## src/rtl/core/hcm37_pkg.sv

```systemverilog
`timescale 1ns / 1ps
// ----------------------------------------------------------------------------
// hcm37_pkg: shared types, constants and helpers of the mod-37 Hill encryptor
// Symbol mapping, key entry reduction and the constant-divisor modulo.
// ----------------------------------------------------------------------------
package hcm37_pkg;

  localparam int SYM_W      = 6;
  localparam int CHAR_W     = 8;
  localparam int KEY_REGS   = 4;
  localparam int KEY_ROW_W  = KEY_REGS * SYM_W;
  localparam int CFG_ADDR_W = 3;
  localparam int BSIZE_W    = 3;
  localparam int SUM_W      = 14;

  localparam logic [SYM_W-1:0] ALPHA      = 6'd37;
  localparam logic [SYM_W-1:0] PAD_SYMBOL = 6'd36;
  localparam logic [SYM_W-1:0] DIGIT_BASE = 6'd26;

  // Reciprocal of 37 scaled by 2^20; exact for every sum below 2^18.
  localparam int               RECIP_SHIFT = 20;
  localparam logic [14:0]      RECIP       = 15'd28340;

  localparam logic [BSIZE_W-1:0] BSIZE_RESET = 3'd4;

  typedef enum logic [CFG_ADDR_W-1:0] {
    REG_BLOCK_SIZE    = 3'd0,
    REG_KEY_ROW_ZERO  = 3'd1,
    REG_KEY_ROW_ONE   = 3'd2,
    REG_KEY_ROW_TWO   = 3'd3,
    REG_KEY_ROW_THREE = 3'd4
  } cfg_reg_t;

  typedef logic [KEY_REGS-1:0][KEY_ROW_W-1:0] key_rows_t;

  function automatic logic [SYM_W-1:0] to_symbol(input logic [CHAR_W-1:0] ch);
    logic [SYM_W-1:0] sym;
    sym = '0;
    if (ch inside {[8'h41:8'h5A]}) begin
      sym = SYM_W'(ch - 8'h41);
    end else if (ch inside {[8'h30:8'h39]}) begin
      sym = DIGIT_BASE + SYM_W'(ch - 8'h30);
    end else if (ch == 8'h20) begin
      sym = PAD_SYMBOL;
    end
    return sym;
  endfunction

  function automatic logic [CHAR_W-1:0] to_ascii(input logic [SYM_W-1:0] sym);
    logic [CHAR_W-1:0] ch;
    if (sym < DIGIT_BASE) begin
      ch = 8'h41 + CHAR_W'(sym);
    end else if (sym < PAD_SYMBOL) begin
      ch = 8'h30 + CHAR_W'(sym - DIGIT_BASE);
    end else begin
      ch = 8'h20;
    end
    return ch;
  endfunction

  function automatic logic [SYM_W-1:0] key_reduce(input logic [SYM_W-1:0] e);
    return (e >= ALPHA) ? (e - ALPHA) : e;
  endfunction

  function automatic logic [SYM_W-1:0] mod37(input logic [SUM_W-1:0] x);
    logic [SUM_W+14:0] prod;
    logic [SUM_W-1:0]  q;
    logic [SUM_W-1:0]  q37;
    logic [SUM_W-1:0]  r;
    prod = (SUM_W+15)'(x) * (SUM_W+15)'(RECIP);
    q    = SUM_W'(prod >> RECIP_SHIFT);
    q37  = SUM_W'({q, 5'b0}) + SUM_W'({q, 2'b0}) + q;
    r    = x - q37;
    return r[SYM_W-1:0];
  endfunction

endpackage

```

## src/rtl/core/hill_cipher_mod37_encrypt_top.sv

```systemverilog
`timescale 1ns / 1ps
// ----------------------------------------------------------------------------
// hill_cipher_mod37_encrypt_top: Hill cipher encryptor over 37 symbols
// Collects characters into blocks and emits the key matrix product as text.
//
//   Channel  Direction  Beat contents
//   in_      slave      tdata: plain_char [7:0]; tlast: end_of_message
//   out_     master     tdata: cipher_char [7:0]; tlast: last_of_message
//   cfg_     write      index 0 block_size, 1 to 4 key rows zero to three
//
// An input beat is taken whenever the block queue has room.
// Each block gives n output beats, one a cycle while the output is not
// stalled, the first through the sum and output registers after the block
// reaches the head of the queue; the single product row unit sets that pace.
// Reset clears the fill count, the queue and the output stage; block_size
// returns to 4 and the key to zero. A stalled output holds the product unit,
// and the queue then fills and holds the input.
// ----------------------------------------------------------------------------
module hill_cipher_mod37_encrypt_top #(
  parameter int MAX_ORDER = 4
) (
  input  logic                                clk,
  input  logic                                rst_n,
  input  logic                                in_tvalid,
  output logic                                in_tready,
  input  logic [7:0]                          in_tdata,   // plain_char [7:0]
  input  logic                                in_tlast,
  output logic                                out_tvalid,
  input  logic                                out_tready,
  output logic [7:0]                          out_tdata,  // cipher_char [7:0]
  output logic                                out_tlast,
  input  logic                                cfg_we,
  input  logic [hcm37_pkg::CFG_ADDR_W-1:0]    cfg_addr,
  input  logic [hcm37_pkg::KEY_ROW_W-1:0]     cfg_wdata
);

  localparam int CNT_W = $clog2(MAX_ORDER + 1);
  localparam int IDX_W = (MAX_ORDER > 1) ? $clog2(MAX_ORDER) : 1;
  localparam int BLK_W = MAX_ORDER * hcm37_pkg::SYM_W + CNT_W + 1;

  logic [hcm37_pkg::BSIZE_W-1:0] bsize_r;
  logic [hcm37_pkg::BSIZE_W-1:0] bsize_nxt;
  hcm37_pkg::key_rows_t          key_r;
  hcm37_pkg::key_rows_t          key_nxt;

  logic             push_valid;
  logic             push_ready;
  logic [BLK_W-1:0] push_data;
  logic             head_valid;
  logic [BLK_W-1:0] head_data;
  logic             pop;

  always_comb begin
    bsize_nxt = bsize_r;
    key_nxt   = key_r;
    if (cfg_we) begin
      case (hcm37_pkg::cfg_reg_t'(cfg_addr))
        hcm37_pkg::REG_BLOCK_SIZE: begin
          bsize_nxt = cfg_wdata[hcm37_pkg::BSIZE_W-1:0];
        end
        hcm37_pkg::REG_KEY_ROW_ZERO: begin
          key_nxt[0] = cfg_wdata;
        end
        hcm37_pkg::REG_KEY_ROW_ONE: begin
          key_nxt[1] = cfg_wdata;
        end
        hcm37_pkg::REG_KEY_ROW_TWO: begin
          key_nxt[2] = cfg_wdata;
        end
        hcm37_pkg::REG_KEY_ROW_THREE: begin
          key_nxt[3] = cfg_wdata;
        end
        default: begin
        end
      endcase
    end
  end

  always_ff @(posedge clk) begin
    if (!rst_n) begin
      bsize_r <= hcm37_pkg::BSIZE_RESET;
      key_r   <= '0;
    end else begin
      bsize_r <= bsize_nxt;
      key_r   <= key_nxt;
    end
  end

  hcm37_front #(
    .MAX_ORDER (MAX_ORDER),
    .CNT_W     (CNT_W),
    .IDX_W     (IDX_W),
    .BLK_W     (BLK_W)
  ) u_front (
    .clk        (clk),
    .rst_n      (rst_n),
    .block_size (bsize_r),
    .in_tvalid  (in_tvalid),
    .in_tready  (in_tready),
    .in_tdata   (in_tdata),
    .in_tlast   (in_tlast),
    .push_valid (push_valid),
    .push_ready (push_ready),
    .push_data  (push_data)
  );

  hcm37_queue #(
    .WIDTH (BLK_W)
  ) u_queue (
    .clk        (clk),
    .rst_n      (rst_n),
    .push_valid (push_valid),
    .push_ready (push_ready),
    .push_data  (push_data),
    .pop_valid  (head_valid),
    .pop        (pop),
    .pop_data   (head_data)
  );

  hcm37_back #(
    .MAX_ORDER (MAX_ORDER),
    .CNT_W     (CNT_W),
    .IDX_W     (IDX_W),
    .BLK_W     (BLK_W)
  ) u_back (
    .clk        (clk),
    .rst_n      (rst_n),
    .key_rows   (key_r),
    .head_valid (head_valid),
    .head_data  (head_data),
    .pop        (pop),
    .out_tvalid (out_tvalid),
    .out_tready (out_tready),
    .out_tdata  (out_tdata),
    .out_tlast  (out_tlast)
  );

endmodule

```

## src/rtl/core/hcm37_front.sv

```systemverilog
`timescale 1ns / 1ps
// ----------------------------------------------------------------------------
// hcm37_front: character intake and block assembly
// Maps each character to its symbol and hands complete or flushed blocks on.
// ----------------------------------------------------------------------------
module hcm37_front #(
  parameter int MAX_ORDER = 4,
  parameter int CNT_W     = $clog2(MAX_ORDER + 1),
  parameter int IDX_W     = (MAX_ORDER > 1) ? $clog2(MAX_ORDER) : 1,
  parameter int BLK_W     = MAX_ORDER * hcm37_pkg::SYM_W + CNT_W + 1
) (
  input  logic                              clk,
  input  logic                              rst_n,
  input  logic [hcm37_pkg::BSIZE_W-1:0]     block_size,
  input  logic                              in_tvalid,
  output logic                              in_tready,
  input  logic [hcm37_pkg::CHAR_W-1:0]      in_tdata,
  input  logic                              in_tlast,
  output logic                              push_valid,
  input  logic                              push_ready,
  output logic [BLK_W-1:0]                  push_data
);

  logic [CNT_W-1:0]                                 fill_r;
  logic [CNT_W-1:0]                                 fill_nxt;
  logic [MAX_ORDER-1:0][hcm37_pkg::SYM_W-1:0]       sym_r;
  logic [MAX_ORDER-1:0][hcm37_pkg::SYM_W-1:0]       blk_vec;
  logic [hcm37_pkg::SYM_W-1:0]                      new_sym;
  logic [CNT_W-1:0]                                 cnt_new;
  logic [CNT_W-1:0]                                 order_n;
  logic                                             emit;
  logic                                             accept;

  always_comb begin
    if (block_size == '0) begin
      order_n = CNT_W'(1);
    end else if (32'(block_size) > MAX_ORDER) begin
      order_n = CNT_W'(MAX_ORDER);
    end else begin
      order_n = CNT_W'(block_size);
    end
  end

  assign new_sym   = hcm37_pkg::to_symbol(in_tdata);
  assign cnt_new   = fill_r + CNT_W'(1);
  assign emit      = (cnt_new >= order_n) || in_tlast;
  assign in_tready = push_ready;
  assign accept    = in_tvalid && push_ready;
  assign push_valid = in_tvalid && emit;

  always_comb begin
    for (int c = 0; c < MAX_ORDER; c++) begin
      if (32'(cnt_new) > c) begin
        blk_vec[c] = (32'(fill_r) == c) ? new_sym : sym_r[c];
      end else begin
        blk_vec[c] = hcm37_pkg::PAD_SYMBOL;
      end
    end
  end

  assign push_data = {in_tlast, order_n, blk_vec};

  always_comb begin
    fill_nxt = fill_r;
    if (accept) begin
      fill_nxt = emit ? '0 : cnt_new;
    end
  end

  always_ff @(posedge clk) begin
    if (!rst_n) begin
      fill_r <= '0;
    end else begin
      fill_r <= fill_nxt;
    end
  end

  always_ff @(posedge clk) begin
    if (accept) begin
      sym_r[fill_r[IDX_W-1:0]] <= new_sym;
    end
  end

endmodule

```

## src/rtl/core/hcm37_queue.sv

```systemverilog
`timescale 1ns / 1ps
// ----------------------------------------------------------------------------
// hcm37_queue: two-entry block queue
// Decouples block assembly from the matrix product so each side stalls alone.
// ----------------------------------------------------------------------------
module hcm37_queue #(
  parameter int WIDTH = 32
) (
  input  logic             clk,
  input  logic             rst_n,
  input  logic             push_valid,
  output logic             push_ready,
  input  logic [WIDTH-1:0] push_data,
  output logic             pop_valid,
  input  logic             pop,
  output logic [WIDTH-1:0] pop_data
);

  logic [1:0][WIDTH-1:0] entry_r;
  logic                  wptr_r;
  logic                  wptr_nxt;
  logic                  rptr_r;
  logic                  rptr_nxt;
  logic [1:0]            count_r;
  logic [1:0]            count_nxt;
  logic                  do_push;
  logic                  do_pop;

  assign push_ready = (count_r != 2'd2);
  assign pop_valid  = (count_r != 2'd0);
  assign pop_data   = entry_r[rptr_r];
  assign do_push    = push_valid && push_ready;
  assign do_pop     = pop && pop_valid;

  always_comb begin
    wptr_nxt  = do_push ? ~wptr_r : wptr_r;
    rptr_nxt  = do_pop ? ~rptr_r : rptr_r;
    count_nxt = count_r + 2'(do_push) - 2'(do_pop);
  end

  always_ff @(posedge clk) begin
    if (!rst_n) begin
      wptr_r  <= 1'b0;
      rptr_r  <= 1'b0;
      count_r <= 2'd0;
    end else begin
      wptr_r  <= wptr_nxt;
      rptr_r  <= rptr_nxt;
      count_r <= count_nxt;
    end
  end

  always_ff @(posedge clk) begin
    if (do_push) begin
      entry_r[wptr_r] <= push_data;
    end
  end

endmodule

```

## src/rtl/core/hcm37_back.sv

```systemverilog
`timescale 1ns / 1ps
// ----------------------------------------------------------------------------
// hcm37_back: key matrix product and cipher output
// One key row per cycle while the output is not stalled: products and sum, then modulo 37 into the output beat.
// ----------------------------------------------------------------------------
module hcm37_back #(
  parameter int MAX_ORDER = 4,
  parameter int CNT_W     = $clog2(MAX_ORDER + 1),
  parameter int IDX_W     = (MAX_ORDER > 1) ? $clog2(MAX_ORDER) : 1,
  parameter int BLK_W     = MAX_ORDER * hcm37_pkg::SYM_W + CNT_W + 1
) (
  input  logic                            clk,
  input  logic                            rst_n,
  input  hcm37_pkg::key_rows_t            key_rows,
  input  logic                            head_valid,
  input  logic [BLK_W-1:0]                head_data,
  output logic                            pop,
  output logic                            out_tvalid,
  input  logic                            out_tready,
  output logic [hcm37_pkg::CHAR_W-1:0]    out_tdata,
  output logic                            out_tlast
);

  localparam int PROD_W = 2 * hcm37_pkg::SYM_W;

  logic [MAX_ORDER-1:0][hcm37_pkg::SYM_W-1:0] vec;
  logic [CNT_W-1:0]                           order_n;
  logic                                       blk_last;
  logic [hcm37_pkg::KEY_ROW_W-1:0]            row_key;
  logic [hcm37_pkg::SUM_W-1:0]                row_sum;
  logic [hcm37_pkg::SYM_W-1:0]                key_e;

  logic [IDX_W-1:0]                row_r;
  logic [IDX_W-1:0]                row_nxt;
  logic                            sum_valid_r;
  logic                            sum_valid_nxt;
  logic [hcm37_pkg::SUM_W-1:0]     sum_r;
  logic                            sum_last_r;
  logic                            out_valid_r;
  logic                            out_valid_nxt;
  logic [hcm37_pkg::CHAR_W-1:0]    out_char_r;
  logic                            out_last_r;

  logic out_free;
  logic sum_move;
  logic sum_free;
  logic issue;
  logic last_row;

  assign {blk_last, order_n, vec} = head_data;

  always_comb begin
    row_key = '0;
    for (int k = 0; k < hcm37_pkg::KEY_REGS; k++) begin
      if (32'(row_r) == k) begin
        row_key = key_rows[k];
      end
    end
  end

  always_comb begin
    row_sum = '0;
    key_e   = '0;
    for (int c = 0; c < MAX_ORDER; c++) begin
      if (c < hcm37_pkg::KEY_REGS && 32'(order_n) > c) begin
        key_e   = hcm37_pkg::key_reduce(row_key[(c % hcm37_pkg::KEY_REGS) *
                                                hcm37_pkg::SYM_W +: hcm37_pkg::SYM_W]);
        row_sum = row_sum + hcm37_pkg::SUM_W'(PROD_W'(key_e) * PROD_W'(vec[c]));
      end
    end
  end

  assign out_free = !out_valid_r || out_tready;
  assign sum_move = sum_valid_r && out_free;
  assign sum_free = !sum_valid_r || out_free;
  assign issue    = head_valid && sum_free;
  assign last_row = (CNT_W'(row_r) + CNT_W'(1)) == order_n;
  assign pop      = issue && last_row;

  always_comb begin
    row_nxt       = row_r;
    sum_valid_nxt = sum_valid_r;
    out_valid_nxt = out_valid_r;
    if (issue) begin
      row_nxt = last_row ? '0 : row_r + IDX_W'(1);
    end
    if (issue) begin
      sum_valid_nxt = 1'b1;
    end else if (sum_move) begin
      sum_valid_nxt = 1'b0;
    end
    if (sum_move) begin
      out_valid_nxt = 1'b1;
    end else if (out_tready) begin
      out_valid_nxt = 1'b0;
    end
  end

  always_ff @(posedge clk) begin
    if (!rst_n) begin
      row_r       <= '0;
      sum_valid_r <= 1'b0;
      out_valid_r <= 1'b0;
    end else begin
      row_r       <= row_nxt;
      sum_valid_r <= sum_valid_nxt;
      out_valid_r <= out_valid_nxt;
    end
  end

  always_ff @(posedge clk) begin
    if (issue) begin
      sum_r      <= row_sum;
      sum_last_r <= blk_last && last_row;
    end
    if (sum_move) begin
      out_char_r <= hcm37_pkg::to_ascii(hcm37_pkg::mod37(sum_r));
      out_last_r <= sum_last_r;
    end
  end

  assign out_tvalid = out_valid_r;
  assign out_tdata  = out_char_r;
  assign out_tlast  = out_last_r;

endmodule

```

## config.mk

```make
export PLATFORM = sky130hd
export DESIGN_NAME = hill_cipher_mod37_encrypt_top
export DESIGN_NICKNAME = d
export VERILOG_FILES = /design/src/rtl/core/hcm37_pkg.sv /design/src/rtl/core/hill_cipher_mod37_encrypt_top.sv /design/src/rtl/core/hcm37_front.sv /design/src/rtl/core/hcm37_queue.sv /design/src/rtl/core/hcm37_back.sv
export SDC_FILE = /design/constraint.sdc
export NUM_CORES = 1
export LEC_CHECK = 0
export ABC_CLOCK_PERIOD_IN_PS = 30200
export CELL_PAD_IN_SITES_DETAIL_PLACEMENT = 1
export CELL_PAD_IN_SITES_GLOBAL_PLACEMENT = 2
export CORE_AREA = 4 4 191 240
export CTS_BUF_LIST = sky130_fd_sc_hd__clkbuf_4
export CTS_CLUSTER_SIZE = 40
export DETAILED_ROUTE_END_ITERATION = 8
export DIE_AREA = 0 0 195 244
export DONT_BUFFER_PORTS = 1
export GPL_TIMING_DRIVEN = 1
export PLACE_DENSITY = 0.84
export SYNTH_ARGS = -nofsm -noshare
export SYNTH_HDL_FRONTEND = slang
export SYNTH_SLANG_ARGS = --single-unit
```

## constraint.sdc

```tcl
create_clock -name clk -period 30.2 [get_ports clk]
set_input_delay 6.04 -clock clk [delete_from_list [all_inputs] [get_ports clk]]
set_output_delay 6.04 -clock clk [all_outputs]
set_load 0.05 [all_outputs]
```

==> impl_metrics.json <==
{
  "max_stage_delay_ns": 0.86,
  "placement.io_buffers": 0,
  "place.gp.congestion": 0.8478,
  "cts-resized-gates": 0,
  "clock_latency_of_the_later_clocked_register_in_the_worst_skew_pair_ns": 0.74,
  "layout.cells.most_common": "sky130_fd_sc_hd__nand2_1",
  "regToRegStartpoint": "u_back.row_r[0]",
  "grt_pass1_wl_um": 87600,
  "final_area_um2": 21210,
  "hold_slack_ns": 0.4366,
  "synth.net_count": 2592,
  "critPathArrivalTime_ns": 12.06,
  "maxClockFrequency_mhz": 86.25,
  "vertical_die_dimension_um": 244,
  "cts_inserted_buffers": 57,
  "dieArea_um2": 47580,
  "routed_vias": 14890,
  "finalSetupTns_ns": 0,
  "layout.nets": 2600,
  "worst_path_required_ns": 30.66,
  "count_of_flip_flops_with_a_built_in_enable_after_synthesis": 104,
  "max_slew_violation_total_from_the_final_report": 0,
  "topRoutingLayerUsed": "met4",
  "post_synth_num_cell_types": 74,
  "outcome": "finished, final reports clean",
  "drcViolationCount": 0,
  "remaining_global_route_overflow": 0,
  "most_frequent_cells_in_the_layout": "336 x sky130_fd_sc_hd__nand2_1, 293 x sky130_fd_sc_hd__inv_1, 217 x sky130_fd_sc_hd__ha_1",
  "cts_root_buf": "sky130_fd_sc_hd__clkbuf_4",
  "final.min_clock_period_ns": 11.59,
  "maxCapViolations": 0,
  "start_kind": "flop",
  "max-clock-path-buffers": 3,
  "min-delay-start": "u_back.sum_last_r",
  "r2r_slack_ns": 18.61,
  "vias_in_the_first_global_route": 16810,
  "multiInputGateArea_um2": 13140,
  "timing.final.setup_violations": 0,
  "yosys_warnings": 0,
  "sinks_on_the_clock_net": 214,
  "preCtsSetupSlack_ns": 18.58,
  "syn_to_final_growth_pct": 6.974,
  "worstRegToRegCells": 43,
  "floorplan.initialDensity": 0.4538,
  "ys_async_sr_fraction": 0,
  "cts_htree_levels": 2,
  "cp-end-kind": "flop",
  "register_area_um2": 5326,
  "antenna_found_initial": 2,
  "worst_path_dominant_cell_family": "adder cells",
  "die_w_um": 195,
  "num_rows": 86,
  "design.portCount": 52,
  "rsz_0062_raised_after_global_routing": "no",
  "cts-hold-fix-buffers": 0,
  "groute.usage.overall": 0.2272,
  "path_class": "flop to flop",
  "holdPathEnd": "u_back.out_tlast",
  "drt.antenna.violating_nets": 0,
  "met3_wirelength_um": 1297,
  "hpwlAfterDp_um": 42880,
  "post_synth_inst_count": 2161,
  "seq_area_frac_synth": 0.2686,
  "routed-wl-met2_um": 29800,
  "met1_length_um": 20920,
  "rr_endpoint": "u_back.sum_r[12]",
  "period_share": 0.3839,
  "cpMaxStageDelayCell": "sky130_fd_sc_hd__ha_1",
  "dominantRegCellSynth": "sky130_fd_sc_hd__dfxtp_1",
  "finalHoldViolations": 0,
  "drtPass1Iterations": 5,
  "max_fanout_on_critical_path": 24,
  "netlist_area_pre_place_um2": 19820,
  "grt_start_max_net_pins": 109,
  "postCtsSetupRepairBufs": 0,
  "final_layout_size_suffix_gt1_frac": 0.07304,
  "timing_worst_slew_pin_value_ns": 1.162,
  "num-fill-cells": 5206,
  "drt_iter0_drc": 508,
  "hold_class": "flop to flop",
  "clkSlewWorstSetupHoldPaths_ns": 0.07,
  "synth.ff_latch_count": 214,
  "wire_per_inst_um": 19.16,
  "worst_slew_margin_rel": 0.2252,
  "hold_depth": 0,
  "mean_syn_cell_area_um2": 9.174,
  "viasPerCell": 5.333,
  "dpl-instance-area_um2": 20400,
  "wirelength_um": 53460,
  "final_critical_path_setup_slack_ns": 18.61,
  "core-area_um2": 43690,
  "tritoncts": "done",
  "critical_path.n_buffers_inverters": 6,
  "final.setup_skew_ns": 0.04127
}
==> sequential cells by signal, indices dropped and copies added (netlist names), 2 cells and up <==
name / cells
u_front.sym_r: 24
u_back.row_r: 2
key_r: 96
u_queue.count_r: 2
u_queue.entry_r: 56
u_back.out_tdata: 8
bsize_r: 3
u_front.fill_r: 3
u_back.sum_r: 14
==> Yosys cell counts (18+ instances only) <==
cell                         n  share of area
sky130_fd_sc_hd__and2_1     18         0.0057
sky130_fd_sc_hd__xnor2_1    59          0.026
sky130_fd_sc_hd__mux2_2     27          0.015
sky130_fd_sc_hd__clkbuf_1   54          0.010
sky130_fd_sc_hd__fa_1      172           0.17
sky130_fd_sc_hd__xor2_1     24          0.011
sky130_fd_sc_hd__nor2_1    159          0.030
sky130_fd_sc_hd__o21ai_0    40          0.010
sky130_fd_sc_hd__nand2b_1   30         0.0095
sky130_fd_sc_hd__ha_1      218           0.14
sky130_fd_sc_hd__nand2_1   336          0.064
sky130_fd_sc_hd__a21oi_1   117          0.030
sky130_fd_sc_hd__nor2b_1    25         0.0079
sky130_fd_sc_hd__a21o_1     18         0.0068
sky130_fd_sc_hd__mux2i_1    35          0.018
sky130_fd_sc_hd__edfxtp_1  104           0.16
sky130_fd_sc_hd__a21boi_0  104          0.039
sky130_fd_sc_hd__dfxtp_1   110           0.11
sky130_fd_sc_hd__nand3b_1   25         0.0095
sky130_fd_sc_hd__inv_1     293          0.055
==> layout make-up <==
cell class                      count  area share
Antenna cell                        1   0.0001180
Timing Repair Buffer               17    0.006018
Multi-Input combinational cell   1586      0.6194
Clock inverter                     28    0.009381
Inverter                          293     0.05186
Sequential cell                   214      0.2512
Tap cell                          572     0.03375
Clock buffer                       80     0.02832
==> worst max path at each step <==
stage / start / end / slack [ns] / cells after the start
2_1_floorplan: u_back.row_r[0] / u_back.sum_r[12] / 19.79 / 42
3_3_place_gp: u_back.row_r[0] / u_back.sum_r[12] / 18.93 / 43
3_5_place_dp: u_back.row_r[0] / u_back.sum_r[12] / 18.58 / 43
4_1_cts: u_back.row_r[0] / u_back.sum_r[12] / 18.56 / 43
5_1_grt: u_back.row_r[0] / u_back.sum_r[12] / 17.38 / 44
6_report: u_back.row_r[0] / u_back.sum_r[12] / 18.61 / 43
==> worst register-to-register path: cells and delay by family, from the launching register on <==
kind | cells | cell delay (ns)
fa+ha+maj | 12 | 5.30
flops | 1 | 0.36
compound gates | 12 | 2.60
xor+xnor | 3 | 0.77
buf+inv | 6 | 0.47
simple gates | 9 | 1.57
mux | 1 | 0.28
==> cell families (layout without fill, tap and decap cells) <==
| kind of cell | Yosys count | count (layout) | share of synthesized area |
|---|---|---|---|
| AND/OR/NAND/NOR | 665 | 665 | 0.1481 |
| buffers and inverters | 361 | 418 | 0.06924 |
| flip-flops | 214 | 214 | 0.2686 |
| adder cells (fa/ha/maj) | 390 | 390 | 0.3113 |
| other | 1 | 2 | 0.0001892 |
| XOR/XNOR | 85 | 85 | 0.03863 |
| multiplexers | 63 | 63 | 0.03377 |
| AO/OA/AOI/OAI | 382 | 382 | 0.1301 |
==> metrics by stage <==
step,instances,utilization
floorplan,2161,-
global placement,2682,0.4671
detailed placement,2682,0.4671
CTS,2790,0.4854
global route,2791,0.4854
finish,2791,0.4854
==> routing by layer <==
layer  GRT usage  vias to the layer above
met3     0.02549                       89
met4     0.06574                        0
met5           0                        -
li1            -                     7187
met1      0.2529                     7446
met2      0.4501                      163
Power is left out: the tool's default activity adds up to more than one toggle a clock period on the data nets, which glitch-free logic cannot reach.
